==> src/cpcu_pkg.sv <==
`timescale 1ns / 1ps

package cpcu_pkg;

  // bus access kinds
  localparam logic CMD_READ  = 1'b0;
  localparam logic CMD_WRITE = 1'b1;

  // register map
  localparam logic [11:0] OFS_BOOT_LO    = 12'h020;
  localparam logic [11:0] OFS_BOOT_HI    = 12'h028;
  localparam logic [11:0] OFS_ACK_CNT    = 12'h030;
  localparam logic [11:0] OFS_SW_CTRL    = 12'h038;
  localparam logic [11:0] OFS_MODE_CTRL  = 12'h100;
  localparam logic [11:0] OFS_IRQ_EV     = 12'h300;
  localparam logic [11:0] OFS_IRQ_MASK   = 12'h400;
  localparam logic [11:0] OFS_ENTRY_TMR  = 12'h600;
  localparam logic [11:0] OFS_DBG0       = 12'h800;
  localparam logic [11:0] OFS_DBG1       = 12'h808;
  localparam logic [11:0] OFS_DBG2       = 12'h810;
  localparam logic [11:0] OFS_MODE_STAT  = 12'h900;
  localparam logic [11:0] OFS_RSVD_A     = 12'hA00;
  localparam logic [11:0] OFS_ACTIVE_EN  = 12'hB00;
  localparam logic [11:0] OFS_RSVD_C     = 12'hC00;

  // power mode encodings
  localparam logic [3:0] MODE_OFF      = 4'h0;
  localparam logic [3:0] MODE_OFF_EMU  = 4'h1;
  localparam logic [3:0] MODE_ON       = 4'h8;
  localparam logic [3:0] MODE_WARM_RST = 4'h9;

  // one-hot mode status
  localparam logic [9:0] STAT_OFF     = 10'h001;
  localparam logic [9:0] STAT_OFF_EMU = 10'h002;
  localparam logic [9:0] STAT_ON      = 10'h100;

  // interrupt events
  localparam logic [7:0] EV_DONE    = 8'h01;
  localparam logic [7:0] EV_INVALID = 8'h80;
  localparam logic [7:0] EV_ALL     = 8'hC5;

  // reset values
  localparam logic [15:0] ACK_CNT_RST   = 16'h8000;
  localparam logic [1:0]  SW_CTRL_RST   = 2'h3;
  localparam logic [5:0]  MODE_CTRL_RST = 6'h20;
  localparam logic [7:0]  IRQ_MASK_RST  = 8'hC4;
  localparam logic [15:0] ENTRY_TMR_RST = 16'h8000;

  typedef struct packed {
    logic        command;
    logic [11:0] register_offset;
    logic [31:0] write_data;
  } in_word_t;

  typedef struct packed {
    logic [31:0] read_data;
    logic        irq_line;
    logic        core_power_off;
    logic        access_error;
    logic        release_ready;
    logic [63:0] release_address;
  } out_word_t;

endpackage

==> src/core_power_control_unit.sv <==
`timescale 1ns / 1ps

// channel  dir  handshake             word
// in_      in   in_valid / in_stall   in_word  (command, offset, write data)
// out_     out  out_valid / out_stall out_word (read data, irq, flags, boot address)
// cfg_     in   cfg_wr_en             cfg_wr_data (core present)
//
// one access per cycle while out_ is not stalled: a word is latched in the input
// stage, decoded and applied to the bank as it advances; its result appears on out_
// at that advance. the register update and the result register load share one edge.
// rst_n (synchronous) resets valid flags and the bank, but not the held words.
// out_stall holds the result; the input stage then fills and in_stall rises.

module core_power_control_unit
  import cpcu_pkg::*;
(
  input  logic      clk,
  input  logic      rst_n,
  input  logic      in_valid,
  output logic      in_stall,
  input  in_word_t  in_word,
  output logic      out_valid,
  input  logic      out_stall,
  output out_word_t out_word,
  input  logic      cfg_wr_en,
  input  logic      cfg_wr_data
);

  logic      s1_valid_r;
  in_word_t  s1_word_r;
  logic      out_valid_r;
  out_word_t out_word_r;

  logic        core_present_r;
  logic [31:0] boot_lo_r,    boot_lo_nxt;
  logic [31:0] boot_hi_r,    boot_hi_nxt;
  logic [15:0] ack_cnt_r,    ack_cnt_nxt;
  logic [1:0]  sw_ctrl_r,    sw_ctrl_nxt;
  logic [5:0]  mode_ctrl_r,  mode_ctrl_nxt;
  logic [7:0]  irq_ev_r,     irq_ev_nxt;
  logic [7:0]  irq_mask_r,   irq_mask_nxt;
  logic [15:0] entry_tmr_r,  entry_tmr_nxt;
  logic [2:0]  dbg_r,        dbg_nxt;
  logic        active_en_r,  active_en_nxt;
  logic [9:0]  mode_stat_r,  mode_stat_nxt;

  logic      accept;
  logic      advance;
  out_word_t res;
  logic [3:0] new_mode;
  logic       ready;

  assign advance  = s1_valid_r && (!out_valid_r || !out_stall);
  assign in_stall = s1_valid_r && !advance;
  assign accept   = in_valid && !in_stall;

  assign out_valid = out_valid_r;
  assign out_word  = out_word_r;
  assign new_mode  = s1_word_r.write_data[3:0];

  always_comb begin
    boot_lo_nxt   = boot_lo_r;
    boot_hi_nxt   = boot_hi_r;
    ack_cnt_nxt   = ack_cnt_r;
    sw_ctrl_nxt   = sw_ctrl_r;
    mode_ctrl_nxt = mode_ctrl_r;
    irq_ev_nxt    = irq_ev_r;
    irq_mask_nxt  = irq_mask_r;
    entry_tmr_nxt = entry_tmr_r;
    dbg_nxt       = dbg_r;
    active_en_nxt = active_en_r;
    mode_stat_nxt = mode_stat_r;
    res           = '0;

    if (s1_word_r.command == CMD_READ) begin
      unique case (s1_word_r.register_offset)
        OFS_BOOT_LO:   res.read_data = boot_lo_r;
        OFS_BOOT_HI:   res.read_data = boot_hi_r;
        OFS_ACK_CNT:   res.read_data = {16'h0, ack_cnt_r};
        OFS_SW_CTRL:   res.read_data = {30'h0, sw_ctrl_r};
        OFS_MODE_CTRL: res.read_data = {mode_ctrl_r[5], 23'h0, mode_ctrl_r[4], 3'h0,
                                        mode_ctrl_r[3:0]};
        OFS_IRQ_EV:    res.read_data = {24'h0, irq_ev_r};
        OFS_IRQ_MASK:  res.read_data = {24'h0, irq_mask_r};
        OFS_ENTRY_TMR: res.read_data = {16'h0, entry_tmr_r};
        OFS_DBG0:      res.read_data = {31'h0, dbg_r[0]};
        OFS_DBG1:      res.read_data = {31'h0, dbg_r[1]};
        OFS_DBG2:      res.read_data = {31'h0, dbg_r[2]};
        OFS_MODE_STAT: res.read_data = {22'h0, mode_stat_r};
        OFS_RSVD_A:    res.read_data = '0;
        OFS_ACTIVE_EN: res.read_data = {23'h0, active_en_r, 8'h0};
        OFS_RSVD_C:    res.read_data = '0;
        default:       res.access_error = 1'b1;
      endcase
    end else begin
      unique case (s1_word_r.register_offset)
        OFS_BOOT_LO:   boot_lo_nxt = s1_word_r.write_data;
        OFS_BOOT_HI:   boot_hi_nxt = s1_word_r.write_data;
        OFS_ACK_CNT:   ack_cnt_nxt = s1_word_r.write_data[15:0];
        OFS_SW_CTRL:   sw_ctrl_nxt = s1_word_r.write_data[1:0];
        OFS_MODE_CTRL: begin
          mode_ctrl_nxt = {s1_word_r.write_data[31], s1_word_r.write_data[7], new_mode};
          if (new_mode != mode_ctrl_r[3:0]) begin
            priority if (new_mode == MODE_ON || new_mode == MODE_WARM_RST) begin
              if (core_present_r) begin
                mode_stat_nxt = STAT_ON;
                irq_ev_nxt    = irq_ev_r | EV_DONE;
              end
            end else if (new_mode == MODE_OFF || new_mode == MODE_OFF_EMU) begin
              if (core_present_r) begin
                mode_stat_nxt      = (new_mode == MODE_OFF) ? STAT_OFF : STAT_OFF_EMU;
                irq_ev_nxt         = irq_ev_r | EV_DONE;
                res.core_power_off = 1'b1;
              end
            end else begin
              // unsupported mode, raised even with no core fitted
              irq_ev_nxt = irq_ev_r | EV_INVALID;
            end
          end
        end
        OFS_IRQ_EV:    irq_ev_nxt = irq_ev_r & ~(s1_word_r.write_data[7:0] & EV_ALL);
        OFS_IRQ_MASK:  irq_mask_nxt = s1_word_r.write_data[7:0] & EV_ALL;
        OFS_ENTRY_TMR: entry_tmr_nxt = s1_word_r.write_data[15:0];
        OFS_DBG0:      dbg_nxt[0] = s1_word_r.write_data[0];
        OFS_DBG1:      dbg_nxt[1] = s1_word_r.write_data[0];
        OFS_DBG2:      dbg_nxt[2] = s1_word_r.write_data[0];
        OFS_ACTIVE_EN: active_en_nxt = s1_word_r.write_data[8];
        default:       res.access_error = 1'b1;
      endcase
    end

    // status reflects the bank after this word
    ready = (mode_ctrl_nxt[3:0] == MODE_ON || mode_ctrl_nxt[3:0] == MODE_WARM_RST) &&
            ({boot_hi_nxt, boot_lo_nxt} != 64'h0);
    res.irq_line        = |(irq_ev_nxt & ~irq_mask_nxt & EV_ALL);
    res.release_ready   = ready;
    res.release_address = ready ? {boot_hi_nxt, boot_lo_nxt} : 64'h0;
  end

  always_ff @(posedge clk) begin
    if (!rst_n) begin
      s1_valid_r     <= 1'b0;
      out_valid_r    <= 1'b0;
      core_present_r <= 1'b1;
      boot_lo_r      <= '0;
      boot_hi_r      <= '0;
      ack_cnt_r      <= ACK_CNT_RST;
      sw_ctrl_r      <= SW_CTRL_RST;
      mode_ctrl_r    <= MODE_CTRL_RST;
      irq_ev_r       <= '0;
      irq_mask_r     <= IRQ_MASK_RST;
      entry_tmr_r    <= ENTRY_TMR_RST;
      dbg_r          <= '0;
      active_en_r    <= 1'b1;
      mode_stat_r    <= STAT_OFF;
    end else begin
      if (cfg_wr_en) begin
        core_present_r <= cfg_wr_data;
      end
      if (accept) begin
        s1_valid_r <= 1'b1;
      end else if (advance) begin
        s1_valid_r <= 1'b0;
      end
      if (advance) begin
        out_valid_r <= 1'b1;
        boot_lo_r   <= boot_lo_nxt;
        boot_hi_r   <= boot_hi_nxt;
        ack_cnt_r   <= ack_cnt_nxt;
        sw_ctrl_r   <= sw_ctrl_nxt;
        mode_ctrl_r <= mode_ctrl_nxt;
        irq_ev_r    <= irq_ev_nxt;
        irq_mask_r  <= irq_mask_nxt;
        entry_tmr_r <= entry_tmr_nxt;
        dbg_r       <= dbg_nxt;
        active_en_r <= active_en_nxt;
        mode_stat_r <= mode_stat_nxt;
      end else if (!out_stall) begin
        out_valid_r <= 1'b0;
      end
    end
  end

  always_ff @(posedge clk) begin
    if (accept) begin
      s1_word_r <= in_word;
    end
    if (advance) begin
      out_word_r <= res;
    end
  end

`ifndef SYNTHESIS
  a_stat_onehot: assert property (@(posedge clk) disable iff (!rst_n)
    $onehot(mode_stat_r))
    else $error("mode status not one-hot");

  a_ev_defined: assert property (@(posedge clk) disable iff (!rst_n)
    (irq_ev_r & ~(EV_DONE | EV_INVALID)) == 8'h0)
    else $error("undefined interrupt event set");

  a_stall_needs_word: assert property (@(posedge clk) disable iff (!rst_n)
    in_stall |-> s1_valid_r && out_valid_r)
    else $error("input stalled with an empty pipe");

  a_ready_addr: assert property (@(posedge clk) disable iff (!rst_n)
    out_valid_r && out_word_r.release_ready |-> out_word_r.release_address != 64'h0)
    else $error("release ready with zero boot address");

  a_pwr_off_stat: assert property (@(posedge clk) disable iff (!rst_n)
    out_valid_r && out_word_r.core_power_off |->
      (mode_stat_r == STAT_OFF || mode_stat_r == STAT_OFF_EMU))
    else $error("power-off word without off status");
`endif

endmodule
==> config.mk <==
export PLATFORM = sky130hd
export DESIGN_NAME = core_power_control_unit
export DESIGN_NICKNAME = d
export VERILOG_FILES = /design/src/cpcu_pkg.sv /design/src/core_power_control_unit.sv
export SDC_FILE = /design/constraint.sdc
export NUM_CORES = 1
export LEC_CHECK = 0
export ABC_AREA = 1
export BUFFER_PORTS_ARGS = -buffer_cell sky130_fd_sc_hd__buf_4
export CAP_MARGIN = 10
export CORE_MARGIN = 2
export CORE_UTILIZATION = 50
export CTS_BUF_LIST = sky130_fd_sc_hd__clkbuf_4
export CTS_CLUSTER_DIAMETER = 200
export CTS_CLUSTER_SIZE = 24
export DETAILED_ROUTE_END_ITERATION = 16
export GPL_TIMING_DRIVEN = 0
export PLACE_DENSITY = 0.7
export RECOVER_POWER = 25
export SYNTH_ARGS = -nofsm -noshare
export SYNTH_HDL_FRONTEND = slang
export SYNTH_SLANG_ARGS = --single-unit
==> constraint.sdc <==
create_clock -name clk -period 7.6 [get_ports clk]
set_input_delay 1.52 -clock clk [delete_from_list [all_inputs] [get_ports clk]]
set_output_delay 1.52 -clock clk [all_outputs]
set_load 0.03 [all_outputs]
# Word level (Yosys, flattened, before mapping)
# Index checks and enable logic that the tools add are counted.
# op_classes
n_addsub	0
mul	0
div_mod_pow	0
magnitude_cmp	0
eq_ne	24
shifts	0
n_mux	28
bitwise	8
n_reduce_logical	29
# ops
op	n
$pmux W32 S13	1
$mux W32	4
$eq A12 B12 Y1 const B	7
$reduce_bool A64 Y1	1
$eq A12 B6 Y1 const B	4
$mux W8	6
$mux W10	4
$eq A12 B11 Y1 const B	2
$reduce_and A3 Y1	8
$and A8 B8 Y8	2
$eq A4 B4 Y1 const B	4
$not A8 Y8	2
$pmux W8 S2	1
$reduce_or A15 Y1	1
$eq A12 B10 Y1 const B	1
$eq A12 B9 Y1 const B	1
$reduce_or A12 Y1	1
$mux W1	9
$mux W4	2
$reduce_and A7 Y1	1
$reduce_or A5 Y1	1
$eq A4 B1 Y1 const B	1
$logic_and A1 B1 Y1	4
$logic_not A1 Y1	4
9 further kinds	17
# word_totals
ff_bits	282
latchBits	0
ramBits	0
rom_bits	0
input_bits	51
out_inout_bits	102
mem_count	0

# Depth between registers and ports, before layout
# depth
depth_word	9
mapped_depth	19
mapped_depth_nobuf	16

# Worst setup path before layout
# No wires, ideal clock.
# synth_path
path_kind	input to register
startpoint	input out_stall
endpoint	register out_word_r, in the netlist out_word[0], enable pin
setup_ps	503
arrival_time_ps	4970
slack_ps	2127
stages	5
cell_sequence	nand2_1 > inv_1 > nor2_1 > clkbuf_1 > clkbuf_1
# synth_via
elab_chain_cells	3
# synth_rtl
item	line_no	rtl
start, declared	core_power_control_unit.sv:23	input logic out_stall,
$logic_not A1 Y1	n/a	
$logic_or A1 B1 Y1	core_power_control_unit.sv:53	assign advance = s1_valid_r && (!out_valid_r || !out_stall);
$logic_and A1 B1 Y1	core_power_control_unit.sv:53	
via advance	core_power_control_unit.sv:48	logic advance;
end signal, assigned	core_power_control_unit.sv:189	out_word_r <= res;
end, declared	core_power_control_unit.sv:32	out_word_t out_word_r;
# The timed path passes the listed nets, and every way through them passes these cells.
# A chain may end at the register's enable or synchronous reset.

# Final worst setup path
# layout_path
startpoint	register s1_word_r[36] (netlist bit)
endpoint	register out_word_r, in the netlist out_word[92], data pin
# layout_via
elab_chain_cells	2
word_cells_on_any_way	14
# layout_rtl
item	line_no	rtl
start, declared	core_power_control_unit.sv:30	in_word_t s1_word_r;
start signal, assigned	core_power_control_unit.sv:186	s1_word_r <= in_word;
$eq A12 B12 Y1 (tied with other cells)	core_power_control_unit.sv:76	unique case (s1_word_r.register_offset)
$pmux W32 S13 *	core_power_control_unit.sv:76	
# Every way passes the cells marked *; elsewhere a longest branch is shown, timed or not.

==> metrics <==
status=finished with violations; failing checks=max-capacitance violations, max-slew violations; Antenna Nets Post-Route=0; slowest stage cell, crit path=nor2_1; average size of a mapped cell=8.58 um^2; crit path buf inv count=4; pre-CTS WS=3530 ps; largest net degree at the start of global routing=74; Tcrit/Tclk final=50.2%; Max Slew Vio Count=35; DR vias/cell=5.49; peak supply drop=0.000133 V; WL per Instance=18.9 um; area leader, netlist=edfxtp_1; fraction of the mapped netlist area in simple logic gates=18.8%; placer congestion estimate=0.947; fillcell total=2158; crit-path cells=inv_2, nand2_1, nor2_1, clkbuf_1, buf_2, nand3_1, nand4_1, nor3_1, nand2_1, nand2_1, clkbuf_1, a21oi_1; WP data arrival=4340 ps; layout cell share with drive strength beyond 1=13.7%; Setup CP Type=register to register; compound-cell area share of the yosys netlist=13.3%; Area contributors post-synth=edfxtp_1, dfxtp_1, inv_1, nand2_1, nor2_1; #FFs+latches synth=271; synthesized instance count=1410; clk sinks=271; Top FF cell, synth=edfxtp_1; nets=1632; Reg2Reg Depth=12; Final WS setup=3790 ps; CTS Hold Bufs=0; CTS root buf=clkbuf_4; Seq/Total Area, Yosys=56.8%; area delta synth->final=14.6%; worst r2r dst=out_word[92]$_SDFFCE_PP0P_; slew margin rel.=-35.5%; area of the multi-input gates=3910 um^2; die width=160 um; CTS Buffer Depth=3; Setup Skew=134 ps; pwr/cell area=184 nW/um^2; maximum capacitance violations=1; Worst Setup SP=s1_word_r[36]$_DFFE_PP_; HPWL Detailed=26700 um; die area=25500 um^2; unrepaired setup endpoints after global routing=no; Setup Buffers After CTS=0; multiplexer area fraction after synthesis=0%; number of library cell types mapped by synthesis=36; H-tree depth=1; first-pass GRT wire length=55000 um; TNS Setup=0 ps; flop-to-flop setup slack=3790 ps; Core Region=23600 um^2; antenna violations before repair=1; Pre-antenna DRT Iters=7; DRC viols=0; Final Hold Fails=0; Syn Nets=1461; Clock transition at path regs=250 ps; largest family of logic cells by synthesized area=simple AND/OR/NAND/NOR gates; Worst path max stage delay=730 ps; synthesized area=12100 um^2; final period demand of the worst path=3810 ps; post-synth top area share=36.0%; Critical Path RT=8130 ps; total gr overflow=0; row cnt=56; Clk Latency, worst-skew pair=750 ps; Starting Density=51.2%; Hold/Removal Path Class=register to register; CP startpoint kind=register; Post-synth EDFFs=145; Largest delay share family, worst path=simple AND/OR/NAND/NOR gates; Setup-failing EPs final=0; CTS tree=built; Worst-Margin Slew=2030 ps; post-synthesis xor/xnor area fraction=0.217%; Synth Area in Adders=0%; crit-path max FO=10; Critical R2R Launch=s1_word_r[36]$_DFFE_PP_; Seq. cell area=6880 um^2; Critical Path End Type=register; final WL=36100 um; post_cts resized=0; routed vias=10.5k; Crit. path cell count=12; Leakage=5.86 nW; Detailed Route Iter0 Violations=1184; cell mode on critical path=nand2_1; TritonCTS buffer count=15; Port Buf Inserts=152; vias in the first global route=9707; asr flop ratio synth=0%; overall global routing resource usage=27.8%; die height=160 um; Max Freq=262 MHz; yosys synthesis warning count=0; CP endpoint=out_word[92]$_SDFFCE_PP0P_; IO Pins=153; fin util=58.7%; Hold Path Depth=2
## cell type report
class | count | share of cell area (%)
Tap cell | 319 | 2.88
Timing Repair Buffer | 154 | 8.40
Clock buffer | 24 | 1.30
Inverter | 253 | 6.85
Sequential cell | 271 | 49.6
Multi-Input combinational cell | 808 | 28.2
Antenna cell | 1 | 0.0180
Clock inverter | 2 | 0.171
Buffer | 78 | 2.66
## registers in the layout, summed over array words and instances, names as in the netlist, named ones only
register        cells
ack_cnt_r          16
active_en_r         1
boot_hi_r          32
boot_lo_r          32
core_present_r      1
dbg_r               3
entry_tmr_r        16
irq_ev_r            4
irq_mask_r          4
mode_ctrl_r         6
mode_stat_r         3
new_mode            4
out_valid           1
out_word          100
s1_valid_r          1
s1_word_r          41
sw_ctrl_r           2
## cells in the final DEF, fill, tap and decap left out, types with 4 or more instances in the layout
cell type / synthesis / final
nor3_1: 7 / 7
nand4_1: 60 / 60
a211oi_1: 6 / 6
nand2_1: 236 / 236
clkbuf_1: 51 / 55
nor2_2: 11 / 10
nor4_1: 6 / 6
nand3_1: 42 / 42
o22ai_1: 20 / 20
a21oi_1: 100 / 100
edfxtp_1: 145 / 145
inv_1: 248 / 248
o21ai_0: 89 / 89
a221oi_1: 8 / 8
nor2_1: 154 / 155
dfxtp_1: 126 / 126
buf_4: 2 / 107
o211ai_1: 42 / 42
buf_2: 17 / 16
clkinv_1: 4 / 4
clkbuf_4: 0 / 70
buf_6: 6 / 6
o21ai_1: 9 / 9
## tightest hold or removal path, cell delays in order (launching register included)
cell	delay [ps]
dfxtp_1	360
inv_1	50
a21oi_1	50
## per-stage QoR
step	power (mW)	hold slack [ps]	area (um^2)	cells
2_1_floorplan	1.85	424	12100	1410
3_3_place_gp	1.97	432	13600	1881
3_5_place_dp	1.98	437	13700	1883
4_1_cts	2.56	463	13900	1909
5_1_grt	2.64	475	13900	1910
6_report	2.55	463	13900	1910
## worst min-delay path by stage
| stage | from | to | slack, ps |
|---|---|---|---|
| 2_1_floorplan | ack_cnt_r[10]$_SDFFE_PN0P_ | ack_cnt_r[10]$_SDFFE_PN0P_ | 420 |
| 3_3_place_gp | ack_cnt_r[6]$_SDFFE_PN0P_ | ack_cnt_r[6]$_SDFFE_PN0P_ | 430 |
| 3_5_place_dp | ack_cnt_r[13]$_SDFFE_PN0P_ | ack_cnt_r[13]$_SDFFE_PN0P_ | 440 |
| 4_1_cts | ack_cnt_r[13]$_SDFFE_PN0P_ | ack_cnt_r[13]$_SDFFE_PN0P_ | 460 |
| 5_1_grt | ack_cnt_r[13]$_SDFFE_PN0P_ | ack_cnt_r[13]$_SDFFE_PN0P_ | 480 |
| 6_report | ack_cnt_r[13]$_SDFFE_PN0P_ | ack_cnt_r[13]$_SDFFE_PN0P_ | 460 |
## where the power goes
| group | internal, mW | switching (mW) |
|---|---|---|
| Combinational | 0.0931 | 0.215 |
| Sequential | 1.60 | 0.0393 |
| Clock | 0.150 | 0.453 |
## cells by family after synthesis
kind of cell	count (synthesis)
AOI/OAI and AO/OA	282
DFF	271
xor gates and xnor gates	3
buffers and inverters	331
and+or+nand+nor	523
## synthesized netlist by cell type (7+ instances only)
cell and count:
inv_1 248, nand2_1 236, nor2_1 154, edfxtp_1 145
dfxtp_1 126, a21oi_1 100, o21ai_0 89, nand4_1 60
clkbuf_1 51, nand3_1 42, o211ai_1 42, o22ai_1 20
buf_2 17, nor2_2 11, o21ai_1 9, a221oi_1 8
nor3_1 7
## routing by layer
metal	global-route usage [%]	part of all wire (%)	routed length [um]
met5	0	0	0
met4	9.92	3.7	1330
met3	5.81	10	3670
met2	41.0	43	15400
met1	40.5	43	15700
No activity file was read; power rests on OpenSTA's default activity.
